===== config.mk =====
export PLATFORM = sky130hd
export DESIGN_NAME = weighted_link_selector_unit
export DESIGN_NICKNAME = d
export VERILOG_FILES = /design/src/rtl/wls_pkg.sv /design/src/rtl/wls_front.sv /design/src/rtl/wls_div.sv /design/src/rtl/wls_back.sv /design/src/rtl/weighted_link_selector_unit.sv
export SDC_FILE = /design/constraint.sdc
export NUM_CORES = 2
export LEC_CHECK = 0
export ABC_AREA = 1
export ABC_CLOCK_PERIOD_IN_PS = 16500
export BUFFER_PORTS_ARGS = -buffer_cell sky130_fd_sc_hd__buf_2
export CAP_MARGIN = 20
export CORE_ASPECT_RATIO = 1.25
export CORE_MARGIN = 2
export CORE_UTILIZATION = 65
export DETAILED_ROUTE_END_ITERATION = 7
export HOLD_SLACK_MARGIN = 0.06
export PLACE_DENSITY = 0.8
export SETUP_SLACK_MARGIN = 0.4
export SLEW_MARGIN = 10
export SYNTH_ARGS = -nofsm -noshare
export SYNTH_HDL_FRONTEND = slang
export SYNTH_SLANG_ARGS = --single-unit

===== constraint.sdc =====
create_clock -name clk -period 16.5 [get_ports clk]
set_input_delay 2.475 -clock clk [delete_from_list [all_inputs] [get_ports clk]]
set_output_delay 2.475 -clock clk [all_outputs]
set_load 0.05 [all_outputs]

===== src/rtl/wls_pkg.sv =====
// Package for the weighted link selector: field widths, configuration record,
// queue entry layout and divider request/response records.
// No dependencies; every other file of the block imports it.
package wls_pkg;

  localparam int RTT_W    = 16;
  localparam int LOSS_W   = 14;
  localparam int THR_W    = 20;
  localparam int WEIGHT_W = 17;
  localparam int SCORE_W  = 18;
  localparam int TIME_W   = 32;
  localparam int NUM_W    = 20;
  localparam int QUAL_W   = 17;
  localparam int PROD_W   = 34;
  localparam int ACC_W    = 34;
  localparam int DIV_BITS = 16;
  localparam int DIV_BITS_PER_CYCLE = 2;

  localparam int IN_DATA_W  = 136;
  localparam int OUT_DATA_W = 40;
  localparam int CFG_IDX_W  = 3;
  localparam int CFG_DATA_W = 32;

  localparam int NUM_METRICS   = 6;
  localparam int QUEUE_DEPTH_DEF = 2;

  // Register indexes of the configuration port.
  localparam logic [CFG_IDX_W-1:0] REG_RTT_LIMIT  = 3'd0;
  localparam logic [CFG_IDX_W-1:0] REG_LOSS_LIMIT = 3'd1;
  localparam logic [CFG_IDX_W-1:0] REG_THR_LIMIT  = 3'd2;
  localparam logic [CFG_IDX_W-1:0] REG_W_RTT      = 3'd3;
  localparam logic [CFG_IDX_W-1:0] REG_W_LOSS     = 3'd4;
  localparam logic [CFG_IDX_W-1:0] REG_W_THR      = 3'd5;
  localparam logic [CFG_IDX_W-1:0] REG_MARGIN     = 3'd6;
  localparam logic [CFG_IDX_W-1:0] REG_DWELL      = 3'd7;

  // Quality of one as a Q1.16 value and the largest possible score.
  localparam logic [QUAL_W-1:0]  QUAL_ONE  = 17'h10000;
  localparam logic [SCORE_W-1:0] SCORE_MAX = 18'd196608;

  typedef struct packed {
    logic [RTT_W-1:0]    rtt_limit;
    logic [LOSS_W-1:0]   loss_limit;
    logic [THR_W-1:0]    thr_limit;
    logic [WEIGHT_W-1:0] w_rtt;
    logic [WEIGHT_W-1:0] w_loss;
    logic [WEIGHT_W-1:0] w_thr;
    logic [SCORE_W-1:0]  margin;
    logic [TIME_W-1:0]   dwell;
  } cfg_t;

  typedef enum logic [1:0] {
    Q_ZERO = 2'd0,
    Q_FULL = 2'd1,
    Q_DIV  = 2'd2
  } qkind_t;

  typedef struct packed {
    qkind_t           kind;
    logic [NUM_W-1:0] num;
  } metric_t;

  // Metrics 0..2 belong to the primary link (rtt, loss, throughput),
  // metrics 3..5 to the secondary link in the same order.
  typedef struct packed {
    logic                         a_avail;
    logic                         b_avail;
    metric_t [NUM_METRICS-1:0]    metrics;
    logic [TIME_W-1:0]            time_ms;
  } item_t;

  typedef struct packed {
    logic             start;
    logic [NUM_W-1:0] num;
    logic [NUM_W-1:0] den;
  } div_req_t;

  typedef struct packed {
    logic                busy;
    logic                done;
    logic [DIV_BITS-1:0] quot;
  } div_rsp_t;

endpackage


===== src/rtl/wls_front.sv =====
// Front end of the link selector: takes input transfers, classifies each of
// the six qualities and holds the result in a short queue. Uses wls_pkg.
module wls_front
  import wls_pkg::*;
#(
  parameter int QUEUE_DEPTH = QUEUE_DEPTH_DEF
) (
  input  logic                 clk,
  input  logic                 rst_n,
  input  logic                 in_valid,
  output logic                 in_ready,
  input  logic [IN_DATA_W-1:0] in_data,
  input  cfg_t                 cfg,
  input  logic                 pop,
  output logic                 item_valid,
  output item_t                item
);

  localparam int PTR_W = (QUEUE_DEPTH > 1) ? $clog2(QUEUE_DEPTH) : 1;
  localparam int CNT_W = $clog2(QUEUE_DEPTH + 1);
  localparam logic [PTR_W-1:0] PTR_LAST = PTR_W'(QUEUE_DEPTH - 1);
  localparam logic [CNT_W-1:0] CNT_FULL = CNT_W'(QUEUE_DEPTH);

  // Falling quality: zero at or beyond the limit, full at zero, otherwise
  // (lim - v) / lim. A zero metric would give a quotient of exactly one,
  // which the divider cannot produce, so it is classified as full.
  function automatic metric_t falling(input logic [NUM_W-1:0] v,
                                      input logic [NUM_W-1:0] lim);
    metric_t m;
    m.num = lim - v;
    if (lim == '0 || v >= lim) m.kind = Q_ZERO;
    else if (v == '0) m.kind = Q_FULL;
    else m.kind = Q_DIV;
    return m;
  endfunction

  // Rising quality: zero for a zero limit, full at or beyond a nonzero limit, otherwise v / lim.
  function automatic metric_t rising(input logic [NUM_W-1:0] v,
                                     input logic [NUM_W-1:0] lim);
    metric_t m;
    m.num = v;
    if (lim == '0) m.kind = Q_ZERO;
    else if (v >= lim) m.kind = Q_FULL;
    else m.kind = Q_DIV;
    return m;
  endfunction

  item_t             queue_mem [QUEUE_DEPTH];
  logic [PTR_W-1:0]  wr_ptr_r, wr_ptr_nxt;
  logic [PTR_W-1:0]  rd_ptr_r, rd_ptr_nxt;
  logic [CNT_W-1:0]  count_r, count_nxt;
  item_t             cls;
  logic              push;
  logic              do_pop;

  always_comb begin
    logic [NUM_W-1:0] rlim, llim, tlim;
    rlim = NUM_W'(cfg.rtt_limit);
    llim = NUM_W'(cfg.loss_limit);
    tlim = cfg.thr_limit;
    cls.a_avail    = in_data[0];
    cls.metrics[0] = falling(NUM_W'(in_data[16:1]), rlim);
    cls.metrics[1] = falling(NUM_W'(in_data[30:17]), llim);
    cls.metrics[2] = rising(in_data[50:31], tlim);
    cls.b_avail    = in_data[51];
    cls.metrics[3] = falling(NUM_W'(in_data[67:52]), rlim);
    cls.metrics[4] = falling(NUM_W'(in_data[81:68]), llim);
    cls.metrics[5] = rising(in_data[101:82], tlim);
    cls.time_ms    = in_data[133:102];
  end

  assign in_ready   = (count_r != CNT_FULL);
  assign item_valid = (count_r != '0);
  assign item       = queue_mem[rd_ptr_r];
  assign push       = in_valid && in_ready;
  assign do_pop     = pop && item_valid;

  always_comb begin
    wr_ptr_nxt = wr_ptr_r;
    rd_ptr_nxt = rd_ptr_r;
    count_nxt  = count_r;
    if (push) wr_ptr_nxt = (wr_ptr_r == PTR_LAST) ? '0 : wr_ptr_r + 1'b1;
    if (do_pop) rd_ptr_nxt = (rd_ptr_r == PTR_LAST) ? '0 : rd_ptr_r + 1'b1;
    if (push && !do_pop) count_nxt = count_r + 1'b1;
    else if (do_pop && !push) count_nxt = count_r - 1'b1;
  end

  always_ff @(posedge clk) begin
    if (!rst_n) begin
      wr_ptr_r <= '0;
      rd_ptr_r <= '0;
      count_r  <= '0;
    end else begin
      wr_ptr_r <= wr_ptr_nxt;
      rd_ptr_r <= rd_ptr_nxt;
      count_r  <= count_nxt;
    end
  end

  always_ff @(posedge clk) begin
    if (push) queue_mem[wr_ptr_r] <= cls;
  end

`ifndef SYNTHESIS
  a_count_bound: assert property (@(posedge clk) disable iff (!rst_n)
    count_r <= CNT_FULL)
    else $error("queue count beyond depth");
  a_push_full: assert property (@(posedge clk) disable iff (!rst_n)
    (count_r == CNT_FULL) && !do_pop |=> count_r == CNT_FULL)
    else $error("full queue lost an entry");
  a_ptr_gap: assert property (@(posedge clk) disable iff (!rst_n)
    (count_r == '0) |-> (wr_ptr_r == rd_ptr_r))
    else $error("empty queue with pointers apart");
`endif

endmodule


===== src/rtl/wls_div.sv =====
// Shared restoring divider of the link selector: 16 quotient bits of
// (num << 16) / den, two bits per cycle, for num below den. Uses wls_pkg.
module wls_div
  import wls_pkg::*;
(
  input  logic     clk,
  input  logic     rst_n,
  input  div_req_t req,
  output div_rsp_t rsp
);

  localparam int REM_W  = NUM_W + 1;
  localparam int ITERS  = DIV_BITS / DIV_BITS_PER_CYCLE;
  localparam int CNT_W  = (ITERS > 1) ? $clog2(ITERS) : 1;
  localparam logic [CNT_W-1:0] CNT_LAST = CNT_W'(ITERS - 1);

  logic [REM_W-1:0]    rem_r, rem_nxt;
  logic [NUM_W-1:0]    den_r;
  logic [DIV_BITS-1:0] quot_r, quot_nxt;
  logic [CNT_W-1:0]    cnt_r;
  logic                busy_r;
  logic                done_r;

  always_comb begin
    logic [REM_W-1:0] t;
    rem_nxt  = rem_r;
    quot_nxt = quot_r;
    for (int i = 0; i < DIV_BITS_PER_CYCLE; i++) begin
      t = {rem_nxt[REM_W-2:0], 1'b0};
      if (t >= {1'b0, den_r}) begin
        t = t - {1'b0, den_r};
        quot_nxt = {quot_nxt[DIV_BITS-2:0], 1'b1};
      end else begin
        quot_nxt = {quot_nxt[DIV_BITS-2:0], 1'b0};
      end
      rem_nxt = t;
    end
  end

  always_ff @(posedge clk) begin
    if (!rst_n) begin
      busy_r <= 1'b0;
      done_r <= 1'b0;
      cnt_r  <= '0;
    end else begin
      done_r <= 1'b0;
      if (req.start) begin
        busy_r <= 1'b1;
        cnt_r  <= '0;
      end else if (busy_r) begin
        cnt_r <= cnt_r + 1'b1;
        if (cnt_r == CNT_LAST) begin
          busy_r <= 1'b0;
          done_r <= 1'b1;
        end
      end
    end
  end

  always_ff @(posedge clk) begin
    if (req.start) begin
      rem_r  <= {1'b0, req.num};
      den_r  <= req.den;
      quot_r <= '0;
    end else if (busy_r) begin
      rem_r  <= rem_nxt;
      quot_r <= quot_nxt;
    end
  end

  assign rsp.busy = busy_r;
  assign rsp.done = done_r;
  assign rsp.quot = quot_r;

endmodule


===== src/rtl/wls_back.sv =====
// Back end of the link selector: sequences the six qualities (divisions via
// the shared divider), forms the weighted scores, runs the hysteresis and
// dwell decision and holds the result register. Uses wls_pkg and wls_div.
module wls_back
  import wls_pkg::*;
(
  input  logic                  clk,
  input  logic                  rst_n,
  input  cfg_t                  cfg,
  input  logic                  item_valid,
  input  item_t                 item,
  output logic                  pop,
  output logic                  out_valid,
  input  logic                  out_ready,
  output logic [OUT_DATA_W-1:0] out_data
);

  typedef enum logic [5:0] {
    S_IDLE = 6'b000001,
    S_LOAD = 6'b000010,
    S_DIV  = 6'b000100,
    S_MUL  = 6'b001000,
    S_ACC  = 6'b010000,
    S_EMIT = 6'b100000
  } state_t;

  localparam logic [1:0] MK_RTT  = 2'd0;
  localparam logic [1:0] MK_LOSS = 2'd1;
  localparam logic [1:0] MK_THR  = 2'd2;

  state_t               state_r, state_nxt;
  logic                 link_r;
  logic [1:0]           mk_r;
  logic [QUAL_W-1:0]    qual_r;
  logic [PROD_W-1:0]    prod_r;
  logic [ACC_W-1:0]     acc_r;
  logic [SCORE_W-1:0]   sa_r;
  logic                 active_r;
  logic                 timing_r;
  logic [TIME_W-1:0]    start_r;
  logic                 out_valid_r, out_valid_nxt;
  logic                 chosen_r;
  logic [SCORE_W-1:0]   out_sa_r;
  logic [SCORE_W-1:0]   out_sb_r;
  logic                 switched_r;

  div_req_t             div_req;
  div_rsp_t             div_rsp;
  metric_t              cur_metric;
  logic [NUM_W-1:0]     cur_den;
  logic [WEIGHT_W-1:0]  cur_w_raw;
  logic [WEIGHT_W-1:0]  cur_w;
  logic [2:0]           metric_idx;
  logic [ACC_W-1:0]     acc_sum;
  logic [SCORE_W-1:0]   sum_score;
  logic [SCORE_W-1:0]   sb_final;
  logic                 emit_fire;
  logic [SCORE_W-1:0]   score_cur, score_other;
  logic                 better;
  logic [TIME_W-1:0]    elapsed;
  logic                 switch_now;

  wls_div u_div (
    .clk   (clk),
    .rst_n (rst_n),
    .req   (div_req),
    .rsp   (div_rsp)
  );

  assign metric_idx = link_r ? (3'(mk_r) + 3'd3) : 3'(mk_r);
  assign cur_metric = item.metrics[metric_idx];

  always_comb begin
    unique case (mk_r)
      MK_RTT: begin
        cur_den   = NUM_W'(cfg.rtt_limit);
        cur_w_raw = cfg.w_rtt;
      end
      MK_LOSS: begin
        cur_den   = NUM_W'(cfg.loss_limit);
        cur_w_raw = cfg.w_loss;
      end
      MK_THR: begin
        cur_den   = cfg.thr_limit;
        cur_w_raw = cfg.w_thr;
      end
      default: begin
        cur_den   = '0;
        cur_w_raw = '0;
      end
    endcase
  end

  // Weights above one count as one.
  assign cur_w = cur_w_raw[WEIGHT_W-1] ? QUAL_ONE : cur_w_raw;

  assign div_req.start = (state_r == S_LOAD) && (cur_metric.kind == Q_DIV);
  assign div_req.num   = cur_metric.num;
  assign div_req.den   = cur_den;

  assign acc_sum   = acc_r + prod_r;
  assign sum_score = acc_sum[ACC_W-1:16];
  // By the emit state the accumulator already holds the whole secondary sum.
  assign sb_final  = item.b_avail ? acc_r[ACC_W-1:16] : '0;

  // Hysteresis and dwell decision on the finished pair of scores.
  assign score_cur   = active_r ? sb_final : sa_r;
  assign score_other = active_r ? sa_r : sb_final;
  assign better      = {1'b0, score_other} > ({1'b0, score_cur} + {1'b0, cfg.margin});
  assign elapsed     = item.time_ms - start_r;
  assign switch_now  = better && timing_r && (elapsed >= cfg.dwell);

  assign emit_fire = (state_r == S_EMIT) && (!out_valid_r || out_ready);
  assign pop       = emit_fire;

  always_comb begin
    state_nxt = state_r;
    unique case (state_r)
      S_IDLE: if (item_valid) state_nxt = S_LOAD;
      S_LOAD: state_nxt = (cur_metric.kind == Q_DIV) ? S_DIV : S_MUL;
      S_DIV:  if (div_rsp.done) state_nxt = S_MUL;
      S_MUL:  state_nxt = S_ACC;
      S_ACC:  state_nxt = (mk_r == MK_THR && link_r) ? S_EMIT : S_LOAD;
      S_EMIT: if (emit_fire) state_nxt = S_IDLE;
      default: state_nxt = S_IDLE;
    endcase
  end

  always_comb begin
    out_valid_nxt = out_valid_r;
    if (emit_fire) out_valid_nxt = 1'b1;
    else if (out_ready) out_valid_nxt = 1'b0;
  end

  always_ff @(posedge clk) begin
    if (!rst_n) begin
      state_r     <= S_IDLE;
      out_valid_r <= 1'b0;
      active_r    <= 1'b0;
      timing_r    <= 1'b0;
      start_r     <= '0;
      link_r      <= 1'b0;
      mk_r        <= MK_RTT;
    end else begin
      state_r     <= state_nxt;
      out_valid_r <= out_valid_nxt;
      if (state_r == S_IDLE) begin
        link_r <= 1'b0;
        mk_r   <= MK_RTT;
      end else if (state_r == S_ACC) begin
        if (mk_r == MK_THR) begin
          mk_r   <= MK_RTT;
          link_r <= 1'b1;
        end else begin
          mk_r <= mk_r + 1'b1;
        end
      end
      if (emit_fire) begin
        if (!better) begin
          timing_r <= 1'b0;
          start_r  <= '0;
        end else if (!timing_r) begin
          timing_r <= 1'b1;
          start_r  <= item.time_ms;
        end else if (switch_now) begin
          active_r <= !active_r;
          timing_r <= 1'b0;
          start_r  <= '0;
        end
      end
    end
  end

  always_ff @(posedge clk) begin
    if (state_r == S_IDLE) acc_r <= '0;
    if (state_r == S_LOAD && cur_metric.kind != Q_DIV)
      qual_r <= (cur_metric.kind == Q_FULL) ? QUAL_ONE : '0;
    if (state_r == S_DIV && div_rsp.done) qual_r <= {1'b0, div_rsp.quot};
    if (state_r == S_MUL) prod_r <= cur_w * qual_r;
    if (state_r == S_ACC) begin
      if (mk_r == MK_THR && !link_r) begin
        sa_r  <= item.a_avail ? sum_score : '0;
        acc_r <= '0;
      end else begin
        acc_r <= acc_sum;
      end
    end
    if (emit_fire) begin
      chosen_r   <= active_r ^ switch_now;
      out_sa_r   <= sa_r;
      out_sb_r   <= sb_final;
      switched_r <= switch_now;
    end
  end

  assign out_valid = out_valid_r;
  assign out_data  = {2'b00, switched_r, out_sb_r, out_sa_r, chosen_r};

`ifndef SYNTHESIS
  a_rise_pop: assert property (@(posedge clk) disable iff (!rst_n)
    $rose(out_valid_r) |-> $past(pop))
    else $error("result appeared without a finished item");
  a_switch_flip: assert property (@(posedge clk) disable iff (!rst_n)
    emit_fire && switch_now |=> active_r != $past(active_r))
    else $error("switch reported without a change of link");
  a_idle_start: assert property (@(posedge clk) disable iff (!rst_n)
    !timing_r |-> start_r == '0)
    else $error("start time kept while not timing");
  a_score_max: assert property (@(posedge clk) disable iff (!rst_n)
    out_valid_r |-> (out_sa_r <= SCORE_MAX) && (out_sb_r <= SCORE_MAX))
    else $error("score above three");
  a_div_live: assert property (@(posedge clk) disable iff (!rst_n)
    (state_r == S_DIV) |-> (div_rsp.busy || div_rsp.done))
    else $error("waiting on an idle divider");
`endif

endmodule


===== src/rtl/weighted_link_selector_unit.sv =====
// Top level of the weighted link selector: configuration registers, the
// classifying front end with its queue, and the scoring back end.
// Depends on wls_pkg, wls_front and wls_back.
//
//   Channel   Direction  Handshake              Payload
//   in_       slave      in_tvalid / in_tready  in_tdata, 136 bits, link metrics
//   out_      master     out_tvalid/out_tready  out_tdata, 40 bits, choice and scores
//   cfg_      write      cfg_we                 cfg_index, cfg_wdata
//
// An item passes from the queue to the result register through a start step,
// then for each of the six qualities a setup, a wait on the shared
// two-bit-per-cycle divider when it needs one, a multiply and an accumulate,
// and finally the step that issues the result; a zero or full quality skips
// the divider.
// Reset (rst_n low at a clock edge) empties the queue, clears the decision
// state and restores the register defaults; no clearing pass follows.
// A stalled output holds the result register while the front end keeps
// accepting transfers until its queue is full.
module weighted_link_selector_unit
  import wls_pkg::*;
#(
  parameter int QUEUE_DEPTH = QUEUE_DEPTH_DEF
) (
  input  logic                  clk,
  input  logic                  rst_n,
  // Fields from bit 0 up: a_available, a_rtt_ms, a_loss, a_throughput,
  // b_available, b_rtt_ms, b_loss, b_throughput, time_ms, two zero bits.
  input  logic [IN_DATA_W-1:0]  in_tdata,
  input  logic                  in_tvalid,
  output logic                  in_tready,
  // Fields from bit 0 up: chosen_link, a_score, b_score, switched,
  // two zero bits.
  output logic [OUT_DATA_W-1:0] out_tdata,
  output logic                  out_tvalid,
  input  logic                  out_tready,
  input  logic                  cfg_we,
  input  logic [CFG_IDX_W-1:0]  cfg_index,
  input  logic [CFG_DATA_W-1:0] cfg_wdata
);

  cfg_t  cfg_r, cfg_nxt;
  logic  item_valid;
  item_t item;
  logic  pop;

  // Register writes; each value is cut to its register's width.
  always_comb begin
    cfg_nxt = cfg_r;
    if (cfg_we) begin
      unique case (cfg_index)
        REG_RTT_LIMIT:  cfg_nxt.rtt_limit  = cfg_wdata[RTT_W-1:0];
        REG_LOSS_LIMIT: cfg_nxt.loss_limit = cfg_wdata[LOSS_W-1:0];
        REG_THR_LIMIT:  cfg_nxt.thr_limit  = cfg_wdata[THR_W-1:0];
        REG_W_RTT:      cfg_nxt.w_rtt      = cfg_wdata[WEIGHT_W-1:0];
        REG_W_LOSS:     cfg_nxt.w_loss     = cfg_wdata[WEIGHT_W-1:0];
        REG_W_THR:      cfg_nxt.w_thr      = cfg_wdata[WEIGHT_W-1:0];
        REG_MARGIN:     cfg_nxt.margin     = cfg_wdata[SCORE_W-1:0];
        REG_DWELL:      cfg_nxt.dwell      = cfg_wdata[TIME_W-1:0];
        default:        cfg_nxt = cfg_r;
      endcase
    end
  end

  always_ff @(posedge clk) begin
    if (!rst_n) begin
      cfg_r.rtt_limit  <= 16'd1000;
      cfg_r.loss_limit <= 14'd10000;
      cfg_r.thr_limit  <= 20'd100000;
      cfg_r.w_rtt      <= 17'd21845;
      cfg_r.w_loss     <= 17'd21845;
      cfg_r.w_thr      <= 17'd21846;
      cfg_r.margin     <= 18'd3277;
      cfg_r.dwell      <= 32'd2000;
    end else begin
      cfg_r <= cfg_nxt;
    end
  end

  // The front end classifies every quality as zero, full or a division
  // and queues the item; the back end works through it.
  wls_front #(
    .QUEUE_DEPTH (QUEUE_DEPTH)
  ) u_front (
    .clk        (clk),
    .rst_n      (rst_n),
    .in_valid   (in_tvalid),
    .in_ready   (in_tready),
    .in_data    (in_tdata),
    .cfg        (cfg_r),
    .pop        (pop),
    .item_valid (item_valid),
    .item       (item)
  );

  wls_back u_back (
    .clk        (clk),
    .rst_n      (rst_n),
    .cfg        (cfg_r),
    .item_valid (item_valid),
    .item       (item),
    .pop        (pop),
    .out_valid  (out_tvalid),
    .out_ready  (out_tready),
    .out_data   (out_tdata)
  );

endmodule

Word level (Yosys, flattened, before mapping)
Memories as Yosys holds them, arrays and structs flattened. A register that Yosys moved wholly into a read port is not among the register bits.
Cells that the tools add are included.
{"block": "totals", "ff_bits": 401, "ram_bits": 332, "in_bits": 176, "n_memories": 1}
{"name": "u_front.queue_mem", "depth": 2, "word_bits": 166, "rd": 1, "rd_clocked_by_memory_dff": 1, "wr": 1, "line_no": "wls_front.sv:48", "rtl": "item_t queue_mem [QUEUE_DEPTH];"}
{"block": "op_classes", "add_sub_neg": 16, "multipliers": 1, "magnitude_cmp": 11, "n_eq_ne": 24, "mux": 60, "bitwise_logic": 3, "n_reduce_logical": 53}
{"cell": "$mux W34", "n": 3}
{"cell": "$mux W32", "n": 3}
{"cell": "$mux W20", "n": 4}
{"cell": "$bmux W22 S3", "n": 1}
{"cell": "$pmux W20 S3", "n": 1}
{"cell": "$mux W18", "n": 3}
{"cell": "$pmux W17 S3", "n": 1}
{"cell": "$logic_not A16 Y1", "n": 3}
{"cell": "$ge A21 B20 Y1", "n": 2}
{"cell": "$logic_not A14 Y1", "n": 3}
{"cell": "$ge A20 B20 Y1", "n": 2}
{"cell": "$sub A20 B20 Y20", "n": 2}
{"cell": "$pmux W6 S6", "n": 1}
{"cell": "$add A34 B34 Y34", "n": 1}
{"cell": "$mul A17 B17 Y34", "n": 1}
{"cell": "$mux W17", "n": 2}
{"cell": "$sub A16 B16 Y17", "n": 2}
{"cell": "$ge A16 B16 Y1", "n": 2}
{"cell": "$ge A32 B32 Y1", "n": 1}
{"cell": "$mux W16", "n": 2}
{"cell": "$sub A32 B32 Y32", "n": 1}
{"cell": "$mux W2", "n": 15}
{"cell": "$sub A14 B14 Y15", "n": 2}
{"cell": "$ge A14 B14 Y1", "n": 2}
{"cell": "other kinds (40)", "n": 108}

Longest topological paths before layout
{"block": "logic_depth", "word_depth": 9, "ltp_mapped": 36, "depth_no_buf": 35}

Modules after synthesis
Synthesis repeated with hierarchy kept, for this count alone.
{"block": "unflattened", "cells_unflattened": 6194, "hier_area_um2": 50923.8}
{"module": "wls_back", "instances": 1, "cells_each": 3133, "area_each_um2": 23603.9, "seq_area_each_um2": 5104.9}
{"module": "wls_front", "instances": 1, "cells_each": 1417, "area_each_um2": 16082.9, "seq_area_each_um2": 9108.7}
{"module": "weighted_link_selector_unit", "instances": 1, "cells_each": 810, "area_each_um2": 5720.5, "seq_area_each_um2": 3022.9}
{"module": "wls_div", "instances": 1, "cells_each": 834, "area_each_um2": 5516.5, "seq_area_each_um2": 1621.6}

Least setup slack after synthesis
OpenSTA, ideal clock, no wires.
{"block": "synth_timing", "path_type": "input port to flip-flop", "start": "input in_tvalid", "end": "memory u_front.queue_mem[1][0] (netlist name), enable pin", "arrival_time_ps": 8835, "required_ps": 15836, "slack_ps": 7002, "stages": 2, "cell_sequence": "nand2_1 nor2_1"}
{"block": "synth_between", "elab_chain_len": 3}
{"item": "start: declaration", "line_no": "weighted_link_selector_unit.sv:29", "rtl": "input logic in_tvalid,"}
{"item": "$logic_and A1 B1 Y1", "line_no": "wls_front.sv:75", "rtl": "assign push = in_valid && in_ready;"}
{"item": "$mux W1", "line_no": "wls_front.sv:101", "rtl": "if (push) queue_mem[wr_ptr_r] <= cls;"}
{"item": "$mux W1 (not written as such)", "line_no": "wls_front.sv:101"}
{"item": "end: declaration", "line_no": "wls_front.sv:48"}
No other way between the ends.

Worst setup path after layout
{"block": "layout_timing", "start": "register u_back.mk_r[0]", "end": "register u_back.prod_r[31] (data pin)"}
{"block": "layout_between", "elab_chain_len": 4, "word_cells_on_any_way": 6, "cone_classes": "mul (1); eq/ne (2); mux (2); reduce/logical (1)"}
{"item": "start: declaration", "line_no": "wls_back.sv:33", "rtl": "logic [1:0] mk_r;"}
{"item": "start signal: assignment", "line_no": "wls_back.sv:155", "rtl": "mk_r <= mk_r + 1'b1;"}
{"item": "$eq A2 B2 Y1 (tied with other cells)", "line_no": "wls_back.sv:74", "rtl": "unique case (mk_r)"}
{"item": "$pmux W17 S3 *", "line_no": "wls_back.sv:74"}
{"item": "$mux W17 *", "line_no": "wls_back.sv:95", "rtl": "assign cur_w = cur_w_raw[WEIGHT_W-1] ? QUAL_ONE : cur_w_raw;"}
{"item": "$mul A17 B17 Y34 *", "line_no": "wls_back.sv:179", "rtl": "if (state_r == S_MUL) prod_r <= cur_w * qual_r;"}
{"item": "end signal: assignment", "line_no": "wls_back.sv:179"}
{"item": "end: declaration", "line_no": "wls_back.sv:35", "rtl": "logic [PROD_W-1:0] prod_r;"}
Mark *: on every way between the ends. The rest lies on a longest branch, timed or not.
A chain may end at the register's enable or synchronous reset.

==> out/qor.yml <==
top_layer: "met5"
crit_path_end_kind: "flop"
fin_ws_ns: 7.69
grt_antenna_before_repair: 4
switching_share_pct: 43.6
drtIter0Drc: 3983
synth_area_sq_mm: 0.0489
insertion_delay_ns: 0.63
final.min_clock_period_ns: 8.81
root_buffer: "clkbuf_16"
rows: 112
core_area_sq_mm: 0.0746
clkPwrFrac_pct: 18.7
port_buffers: 213
p_switching_w: 0.00408
synth_top_cell_area_share_pct: 29.5
yosys_warnings: 0
crit_family: "adder cells"
dpl.hpwl_mm: 107
pwr-share-comb_pct: 55.7
postRouteAntennaNets: 0
first_global_vias: 41300
post-route-period-util_pct: 53.4
skew_ns: 0.0208
max-vdd-ir-drop_v: 0.000614
maxCapViolCount: 0
cts_num_sinks: 702
dr.pass1.iters: 8
routed_via_density: 5.98
cpMaxStageDelayCell: "nor2_1"
die_w_um: 249
outcome: "completed"
initial_core_util_pct: 65.6
ys_types: 62
maxSlewHeadroom_pct: 23.9
ys.flop_type: "edfxtp_1"
synth_largest_area_cell: "edfxtp_1"
synth_cells: 5801
hold_class: "reg2reg"
finalWirelength_mm: 144
worstPathRequired_ns: 16.87
num_io_pins: 218
cp_common_cell: "fa_1"
cts.path.max_buffers: 3
tightest_slew_ns: 1.14
critical_path_class: "reg2reg"
cp_max_fo: 33
final_core_util_pct: 71.4
nNetsFinal: 6726
cts_resized: 0
syn2layout_area_growth_pct: 8.81
synth-async-reset-ratio_pct: 0
finalSetupTns_ns: 0
yosysSeqAreaShare_pct: 38.6
die-height_um: 311
crit_buf_inv: 6
drv_slew: 0
cts_tree: "built"
wl_per_cell_um: 20.8
setup_viol: 0
place_congestion: 1.04
wl_met1_mm: 52.2
synth.ff_latch_count: 702
grt_max_degree: 95
cp_slowest_stage_delay_ns: 0.84
wl_met2_mm: 68.9
die_area_sq_mm: 0.0775
cts_hold_buf: 0
drive_above_1_share_pct: 7.56
synth_edf_count: 480
syn-mean-instance-area_sq_um: 8.43
cp.arrival_ns: 9.19
p_int_w: 0.00527
grt_pass1_wl_mm: 224
pre_cts_slack_ns: 7.83
grt.total_usage_pct: 37.3
rsz0062_at_grt: "false"
max_freq_mhz: 113
numCtsBuffers: 72
worstSetupStartpointType: "flop"
pwr-share-seq_pct: 25.6
drc: 0
synthTopCellsByArea: "edfxtp_1 29%, ha_1 9.9%, fa_1 9.5%, dfxtp_1 9.1%, nand2_1 8.5%"
wl_met3_mm: 12.7
cts_htree_levels: 3
clk_pin_slew_ns: 0.06
hold_viol_final: 0
leakagePower_nw: 24.5
vias: 41600
grt-ovfl-total: 0
cts_setup_buffers: 0
p_per_area_mw_per_mm2: 176
==> worst register-to-register path: stages (launching register included) <==
cell      delay, ns
dfxtp_1        0.45
inv_1          0.15
ha_1           0.23
buf_4          0.26
nand2_1        0.12
nand3_1        0.11
nor2_1         0.84
nand2_1        0.57
clkinv_1       0.52
nand2_1        0.15
fa_1           0.53
inv_1          0.05
fa_1           0.47
fa_1           0.52
fa_1           0.55
fa_1           0.56
inv_1          0.07
fa_1           0.64
inv_1          0.07
ha_1           0.38
nand2_1        0.16
nor4_1         0.39
nand4_1        0.16
nand3_1        0.17
a21o_1         0.17
a21oi_1        0.10
xor2_1         0.15
==> cell usage in the layout, fill, tap and decap left out, drive strengths merged, types with 4 or more instances in the layout <==
cell    instances
o211ai         17
nand3         237
diode           4
nor3           41
o311ai          4
buf           247
bufinv          7
nor2          702
nand3b         13
xnor2          70
mux2i           4
a21boi         14
inv           862
o21ai         403
o31ai           4
dfxtp         222
or2            38
edfxtp        480
o21bai         21
a221oi          8
nand4          77
clkbuf         99
o221ai         33
a211oi         16
nor4           34
a31oi          25
fa            232
o21a           13
a21o           35
nand2        1111
a21oi         358
o22ai          14
clkinv         35
xor2          109
ha            388
==> cell families after synthesis <==
| group | synth area share [%] |
|---|---|
| AND/OR/NAND/NOR | 19.1 |
| buffers and inverters | 8.40 |
| AO/OA/AOI/OAI | 11.2 |
| flip-flops | 38.6 |
| adder cells (fa/ha/maj) | 19.4 |
| XOR/XNOR | 3.21 |
| multiplexers | 0.0819 |
| other | 0.00767 |
==> final timing paths <==
path                                        start                                   end  slack, ns  cells past startpoint
min          u_back.u_div.quot_r[12]$_SDFFE_PP0P_  u_back.u_div.quot_r[14]$_SDFFE_PP0P_       0.44                      2
max                   u_back.mk_r[0]$_SDFFE_PP0P_           u_back.prod_r[31]$_DFFE_PN_       7.69                     26
max reg2reg           u_back.mk_r[0]$_SDFFE_PP0P_           u_back.prod_r[31]$_DFFE_PN_       7.69                     26
min reg2reg  u_back.u_div.quot_r[12]$_SDFFE_PP0P_  u_back.u_div.quot_r[14]$_SDFFE_PP0P_       0.44                      2
==> routing by layer <==
metal | up-vias | track usage, %
met5 | - | 0
met4 | 2 | 24.5
met2 | 2075 | 62.5
li1 | 19300 | -
met1 | 19700 | 44.5
met3 | 519 | 6.10
==> metrics by stage <==
| step | total power (W) | hold WS (ns) | cell area, sq um | cells |
|---|---|---|---|---|
| after floorplan | 0.00616 | 0.421 | 48900 | 5802 |
| after global placement | 0.00748 | 0.423 | 50600 | 6823 |
| after detailed placement | 0.00757 | 0.434 | 50700 | 6824 |
| after CTS | 0.00934 | 0.446 | 53200 | 6957 |
| after global routing | 0.0101 | 0.467 | 53200 | 6959 |
| final | 0.00935 | 0.444 | 53200 | 6962 |
==> cell usage after synthesis (6+ instances only) <==
library cell and count:
or2_2 38, o21bai_1 20, o21ai_1 17, ha_1 388, buf_2 22, nand3_1 233
a21oi_2 11, clkbuf_1 133, buf_4 15, nor2_1 698, a31oi_1 25, edfxtp_1 480
xnor2_1 70, a21boi_0 14, o22ai_1 14, a211oi_1 16, o21ai_0 383, nor4_1 34
clkinv_1 14, xor2_1 109, o211ai_1 17, dfxtp_1 222, buf_1 17, nor3_1 40
inv_2 6, inv_1 852, a21oi_1 346, nand2_1 1106, o21a_1 13, a21o_1 34
a221oi_1 8, fa_1 232, o221ai_1 33, nand3b_1 13, nand4_1 75
==> power by group through the flow <==
| stage | clock network [W] | registers [W] | logic (W) |
|---|---|---|---|
| floorplan | 0 | 0.00240 | 0.00376 |
| global placement | 0 | 0.00242 | 0.00505 |
| detailed placement | 0 | 0.00243 | 0.00514 |
| CTS | 0.00176 | 0.00239 | 0.00519 |
| global route | 0.00182 | 0.00241 | 0.00591 |
| finish | 0.00175 | 0.00240 | 0.00521 |
==> cell type report <==
class / instances / area, sq um
multi-input cells: 4035 / 26000
fillers: 5771 / 21300
flip-flops and latches: 702 / 18900
inverters: 872 / 3270
clock buffers: 99 / 2160
repair buffers: 247 / 1340
well taps: 969 / 1210
clock inverters: 34 / 370
diodes: 4 / 10.0
==> sequential cells by signal, indices dropped and copies added (netlist names), 2 cells and up, named ones only <==
register / flops
u_back.sa_r: 18
u_back.u_div.rem_r: 20
u_back.start_r: 32
u_back.state_r: 6
u_back.u_div.cnt_r: 3
u_front.queue_mem: 300
u_back.u_div.den_r: 20
u_front.count_r: 2
u_back.acc_r: 34
u_back.out_sa_r: 18
u_back.prod_r: 34
u_back.out_sb_r: 18
u_back.u_div.quot_r: 16
u_back.qual_r: 17
u_back.mk_r: 2
cfg_r: 151
No activity file was read; power rests on OpenSTA's default activity.
